===== src/mrpt_pkg.sv =====
// ----------------------------------------------------------------------------
// Miller-Rabin prime test package
// Shared constants, the table of witness bases and the controller states.
// ----------------------------------------------------------------------------
`default_nettype none

package mrpt_pkg;

  // Default width of the tested value.
  localparam int unsigned DEF_WIDTH = 62;

  // Witness bases, tested in this order.
  localparam int unsigned NUM_BASES  = 9;
  localparam int unsigned BASE_IDX_W = $clog2(NUM_BASES);
  localparam int unsigned BASE_W     = 5;

  localparam logic [BASE_W-1:0] BASE_TABLE [NUM_BASES] = '{
    5'd2, 5'd3, 5'd5, 5'd7, 5'd11, 5'd13, 5'd17, 5'd19, 5'd23
  };

  localparam logic [BASE_IDX_W-1:0] LAST_BASE_IDX = BASE_IDX_W'(NUM_BASES - 1);

  typedef enum logic [3:0] {
    S_IDLE,
    S_SPLIT,
    S_BASE,
    S_REDUCE,
    S_POW,
    S_POW_MUL,
    S_POW_SQR,
    S_CHECK,
    S_SQ,
    S_SQ_WAIT,
    S_DONE
  } state_e;

endpackage

`default_nettype wire


===== src/mrpt_mulmod.sv =====
// ----------------------------------------------------------------------------
// Bit-serial modular multiplier
// Shift-and-add product x * y mod m, one multiplier bit per cycle.
// ----------------------------------------------------------------------------
`default_nettype none

module mrpt_mulmod #(
  parameter int unsigned WIDTH = mrpt_pkg::DEF_WIDTH
) (
  input  wire logic             clk_i,
  input  wire logic             rst_ni,
  input  wire logic             start_i,
  input  wire logic [WIDTH-1:0] x_i,
  input  wire logic [WIDTH-1:0] y_i,
  input  wire logic [WIDTH-1:0] m_i,
  output logic                  done_o,
  output logic [WIDTH-1:0]      p_o
);

  // (a + b) mod m for a, b below m; the sum carries one extra bit.
  function automatic logic [WIDTH-1:0] add_mod(input logic [WIDTH-1:0] a,
                                               input logic [WIDTH-1:0] b,
                                               input logic [WIDTH-1:0] m);
    logic [WIDTH:0]   s;
    logic [WIDTH+1:0] t;
    s = {1'b0, a} + {1'b0, b};
    t = {1'b0, s} - {2'b00, m};
    return t[WIDTH+1] ? s[WIDTH-1:0] : t[WIDTH-1:0];
  endfunction

  logic             busy_q, busy_d;
  logic             done_q, done_d;
  logic [WIDTH-1:0] acc_q, acc_d;
  logic [WIDTH-1:0] x_q, x_d;
  logic [WIDTH-1:0] y_q, y_d;

  always_comb begin
    busy_d = busy_q;
    done_d = 1'b0;
    acc_d  = acc_q;
    x_d    = x_q;
    y_d    = y_q;
    if (start_i) begin
      busy_d = 1'b1;
      acc_d  = '0;
      x_d    = x_i;
      y_d    = y_i;
    end else if (busy_q) begin
      if (y_q == '0) begin
        busy_d = 1'b0;
        done_d = 1'b1;
      end else begin
        if (y_q[0]) begin
          acc_d = add_mod(acc_q, x_q, m_i);
        end
        x_d = add_mod(x_q, x_q, m_i);
        y_d = y_q >> 1;
      end
    end
  end

  always_ff @(posedge clk_i or negedge rst_ni) begin
    if (!rst_ni) begin
      busy_q <= 1'b0;
      done_q <= 1'b0;
    end else begin
      busy_q <= busy_d;
      done_q <= done_d;
    end
  end

  always_ff @(posedge clk_i) begin
    acc_q <= acc_d;
    x_q   <= x_d;
    y_q   <= y_d;
  end

  assign done_o = done_q;
  assign p_o    = acc_q;

endmodule

`default_nettype wire


===== config.mk =====
export PLATFORM = sky130hd
export DESIGN_NAME = mrpt_mulmod
export DESIGN_NICKNAME = d
export VERILOG_FILES = /design/src/mrpt_pkg.sv /design/src/mrpt_mulmod.sv
export SDC_FILE = /design/constraint.sdc
export NUM_CORES = 1
export LEC_CHECK = 0
export CAP_MARGIN = 10
export CORE_MARGIN = 10
export CORE_UTILIZATION = 40
export CTS_BUF_LIST = sky130_fd_sc_hd__clkbuf_2
export DETAILED_ROUTE_END_ITERATION = 7
export DONT_BUFFER_PORTS = 1
export PLACE_DENSITY = 0.53
export RECOVER_POWER = 50
export SLEW_MARGIN = 20
export SYNTH_ARGS = -nofsm -noshare
export SYNTH_HDL_FRONTEND = slang
export SYNTH_SLANG_ARGS = --single-unit

===== constraint.sdc =====
create_clock -name clk_i -period 11.15 [get_ports clk_i]
set_input_delay 0.5575 -clock clk_i [delete_from_list [all_inputs] [get_ports clk_i]]
set_output_delay 0.5575 -clock clk_i [all_outputs]
set_load 0.005 [all_outputs]

Word-level counts from Yosys, hierarchy flattened
Index checks and enable logic that the tools add are counted. W data, S select, Z words.

ROM bits: 0. Output and inout port bits: 63. Latch bits: 0. Memory bits (writable): 0. Word-level logic and storage cells: 29. Register bits: 188. Memories kept: 0.

Shifts and indexed selects: 0. Mux-type cells: 14. Div/mod/pow operators: 0. Magnitude comparators: 0. Reduce and logical (&&, ||, !) cells: 4. Equal/unequal tests: 1. Add/sub/neg operators: 4. Bitwise operators: 1. $mul: 0.

Operators with widths (number): $mux W62 (8); $sub A63 B62 Y64 (2); $add A62 B62 Y63 (2); $logic_not A62 Y1 (1); $mux W1 (6); $reduce_and A3 Y1 (1); $ne A2 B2 Y1 const B (1); $reduce_and A2 Y1 (1); $reduce_bool A2 Y1 (1); $not A1 Y1 (1).

Depth between registers and ports, before layout
Word-level depth: 6. Depth in mapped cells: 30. Gate-level depth less buffers: 26.

Least setup slack after synthesis
Ideal clock, no wire load.

Path type: register to register. Start point: reg x_q[0]. End point: reg acc_q[0], in the netlist p_o[0]. Path slack: 5.380 ns. Cell stages (with the launch flop): 31. Buffers on the path: 4. Required time: 11.018 ns. Library setup time: 0.132 ns. Data arrival time: 5.638 ns. Cell sequence: edfxtp_1 -> ha_1 -> inv_1 -> fa_1 -> and2b_1 -> o31ai_1 -> a211oi_1 -> a221oi_1 -> o31ai_1 -> a41oi_1 -> o21ai_0 -> a31oi_1 -> o21ai_0 -> xor2_1 -> ha_1 -> clkbuf_1 -> a21o_1 -> a31oi_1 -> nor2_1 -> nor2_1 -> nor2_1 -> a211oi_1 -> a21boi_1 -> o21bai_1 -> a21boi_2 -> or2_1 -> buf_2 -> buf_6 -> buf_4 -> o211ai_1 -> a21oi_1.

Longest elaborated chain between the ends: 3.

Ends and longest elaborated chain: from (decl) (RTL line mrpt_mulmod.sv:34) `logic [WIDTH-1:0] x_q, x_d;`; from (signal assigned) (RTL line mrpt_mulmod.sv:74) `x_q <= x_d;`; $add A62 B62 Y63 * (RTL line mrpt_mulmod.sv:26) `s = {1'b0, a} + {1'b0, b};`; $sub A63 B62 Y64 (RTL line mrpt_mulmod.sv:27) `t = {1'b0, s} - {2'b00, m};`; $mux W62 * (RTL line mrpt_mulmod.sv:28) `return t[WIDTH+1] ? s[WIDTH-1:0] : t[WIDTH-1:0];`; to (signal assigned) (RTL line mrpt_mulmod.sv:73) `acc_q <= acc_d;`; to (decl) (RTL line mrpt_mulmod.sv:33) `logic [WIDTH-1:0] acc_q, acc_d;`.

Mark *: on every way between the ends. The rest lies on a longest branch, timed or not. A chain may end at the register's enable or synchronous reset.

Worst setup path after layout
Start point: reg acc_q[0], in the netlist p_o[0]. End point: reg acc_q[11], in the netlist p_o[11].

Longest elaborated chain between the ends: 3.

Ends and longest elaborated chain (RTL line): $add A62 B62 Y63 * (mrpt_mulmod.sv:26); $sub A63 B62 Y64 (mrpt_mulmod.sv:27); $mux W62 * (mrpt_mulmod.sv:28).

Marks and branches as above.

==> summary.md <==
| Metric | Value |
|---|---|
| Outcome | `finished, violations left` |
| Failing checks | `capacitance limit, slew limit` |
| H-tree levels | `4` |
| Tcrit/Tclk final | `0.729` |
| Mean Syn Cell Area | `8.21 µm²` |
| Ys async rst share | `0.0106` |
| Bufs and invs on worst path | `3` |
| # fillers | `roughly 4.7k` |
| Clk_skew | `79.8 ps` |
| Clock latency at the later pin of the worst-skew pair | `1170 ps` |
| Initial antenna violation count | `4` |
| Critical path capture point type | `flip-flop` |
| Kind of critical path | `flip-flop to flip-flop` |
| DPL Wire Length | `53,200 µm` |
| First-pass GRT wire length | `between 100,000 and 150,000 µm` |
| R2R Setup Slk | `3020 ps` |
| Worst Hold End | `y_q[4]$_DFFE_PP_` |
| Hold Path Origin | `y_i[4]` |
| Number of flops mapped to enable cells by yosys | `124` |
| Synth area leader | `edfxtp_1` |
| RR Endpoint | `p_o[11]$_SDFFE_PP0P_` |
| TritonCTS buffer count | `17` |
| Core area | `47,800 µm²` |
| Mapped Nets | `about 2.7k` |
| Ys flop type | `edfxtp_1` |
| CP peak stage delay | `620 ps` |
| Gr usage total | `0.237` |
| DR pass1 iterations | `5` |
| Setup TNS | `0 ps` |
| Synth top area cells | `edfxtp_1, ha_1, dfxtp_1` |
| Synthesis-stage register bit count | `188` |
| Worst-path clk slew | `380 ps` |
| Full die area | `57,700 µm²` |
| Vias in the first global route | `between 15k and 20k` |
| Area delta synth->final | `15.4%` |
| Startpoint types | `flip-flop` |
| Largest net degree at the start of global routing | `214` |
| Antenna Nets Post-Route | `0` |
| Crit path max-delay family | `compound AO/OA/AOI/OAI gates` |
| Max-slew violations | `around 150` |
| Drt wl/cell | `between 20 and 25 µm` |
| Slew at the pin closest to its max-slew limit | `approximately 5000 ps` |
| Postcts setup bufs | `0` |
| Commonest non-fill, non-tap cells in the layout | `nand2_1, dlygate4sd3_1, a21oi_1` |
| Clock root buffer | `clkbuf_2` |
| Chip Width | `240 µm` |
| Critical-path maximum fanout | `29` |
| Most common cell after layout, fill and taps aside | `nand2_1` |
| Ys Warns | `0` |
| Critical Path Stages | `28` |
| Worst R2R Path Depth | `28` |
| Final hold slack | `135 ps` |
| Crit path top cell by count | `nor2_1` |
| Fin crit period | `8130 ps` |
| Sequential cell area fraction in the yosys report | `0.258` |
| Clock Tree Buf Depth | `2` |
| Hold Crit Depth | `2` |
| PortBufs | `0` |
| # resized after CTS | `0` |
| Slew margin rel. | `-2.40` |
| Post-Syn Instances | `2,365` |
| CP required | `around 12,000 ps` |
| Vias | `18.6k` |
| Cell Rows | `80` |
| First DRT Iteration DRCs | `1,361` |
| Post-Route WL | `69,200 µm` |
| Netlist cell types | `88` |
| Die H | `240 µm` |
| Total gr overflow | `0` |
| Clock sinks | `188` |
| Worst min-delay path class | `input pin to flip-flop` |
| Layout cells sized above 1 | `0.0671` |
| Setup repair after global routing missed its margin | `no` |
| Top cell type's share of synthesized area | `0.192` |
| # Max-Cap Violations | `2` |
| Drt drc | `0` |
| DR vias/cell | `5.92` |
| Routability Congestion | `0.935` |
| Initial Utilization | `0.406` |
| TritonCTS clock tree | `done` |
| Max Fclk | `about 0.12 GHz` |
| Worst-path cell with the longest stage delay | `nor2_4` |
| Mapped cell area | `19,400 µm²` |
| Final hold violation count | `0` |
| CP arrival | `between 9000 and 10,000 ps` |
| Reg2reg start | `p_o[0]$_SDFFE_PP0P_` |
| Final setup fails | `0` |
| Final nets | `between 2k and 3k` |
| IO Count | `252` |
==> kinds of logic after synthesis <==
| logic type | synth area share |
|---|---|
| flip-flops | 0.258 |
| buffers and inverters | 0.0483 |
| AO/OA/AOI/OAI | 0.263 |
| adder cells (fa/ha/maj) | 0.122 |
| AND/OR/NAND/NOR | 0.168 |
| XOR/XNOR | 0.0753 |
| multiplexers | 0.0652 |
==> final cells by class <==
class,instances,area [µm²],share of cell area
multi-input combinational,1942,13500,0.602
sequential,188,5010,0.224
timing repair buffer,247,2460,0.110
tap,615,769,0.0343
inverter,110,413,0.0184
clock inverter,15,178,0.00793
clock buffer,17,85.1,0.00380
antenna,5,12.5,0.000558
==> cell usage after synthesis, types with 7 or more instances <==
master	n
o31a_1	8
and4_1	11
nand3_1	37
or3_1	7
ha_1	185
a21oi_1	217
nand2_1	250
a21o_1	122
o31ai_1	12
mux2_2	105
dfxtp_1	62
o21bai_1	28
buf_2	20
a31oi_1	21
nor2_1	175
o211ai_1	10
xor2_1	66
o21ai_0	158
and3_1	22
a311oi_1	49
o21ai_1	23
a211oi_1	34
nand2b_1	24
and2_1	11
edfxtp_1	124
a221oi_1	11
nand4_1	52
xnor2_1	101
nor3_1	19
clkbuf_1	97
o21a_1	28
inv_1	110
nor2b_1	28
nor4_1	22
==> metal layers <==
layer,share of wire,vias up,GRT usage,wire length [µm]
met2,0.48,529,0.398,32900
met1,0.45,8925,0.301,30900
met3,0.061,68,0.0564,4250
met4,0.016,0,0.0531,1110
met5,0,-,0,0
li1,-,9058,-,-
==> stage by stage <==
step | instance area (µm²) | setup WS, ps | util | instances
3_5_place_dp | 19700 | 3590 | 0.413 | 2862
5_1_grt | 22400 | 2430 | 0.468 | 3139
3_3_place_gp | 19700 | 3770 | 0.413 | 2862
2_1_floorplan | 19400 | 5380 | - | 2365
4_1_cts | 22400 | 3080 | 0.468 | 3131
6_report | 22400 | 3020 | 0.468 | 3139
==> sequential cells by signal, indices dropped and copies added, names as in the netlist <==
register / count
x_q: 62
done_o: 1
y_q: 62
p_o: 62
busy_q: 1
==> worst register-to-register path: cells and delay by family (launching register included) <==
| kind | cells | cell delay (ps) |
|---|---|---|
| AOI/OAI and AO/OA | 15 | 4040 |
| xor gates and xnor gates | 1 | 240 |
| adders and majority gates | 3 | 1010 |
| buffers and inverters | 3 | 1130 |
| DFF | 1 | 540 |
| and+or+nand+nor | 6 | 1180 |
==> worst max-delay path by stage <==
stage | start | end | slack (ps)
5_1_grt | p_o[0]$_SDFFE_PP0P_ | p_o[11]$_SDFFE_PP0P_ | 2430
2_1_floorplan | x_q[0]$_DFFE_PP_ | p_o[0]$_SDFFE_PP0P_ | 5380
3_5_place_dp | p_o[0]$_SDFFE_PP0P_ | p_o[59]$_SDFFE_PP0P_ | 3590
4_1_cts | p_o[0]$_SDFFE_PP0P_ | p_o[11]$_SDFFE_PP0P_ | 3080
3_3_place_gp | p_o[0]$_SDFFE_PP0P_ | p_o[61]$_SDFFE_PP0P_ | 3770
6_report | p_o[0]$_SDFFE_PP0P_ | p_o[11]$_SDFFE_PP0P_ | 3020
==> timing repair <==
item / in CTS / in global routing
hold endpoints to repair: 190 / 24
hold buffers: 237 / 1
setup endpoints to repair: 0 / 0
Power is not shown: default switching activity piles up to over one toggle a cycle in this logic, so the estimate is an artifact.
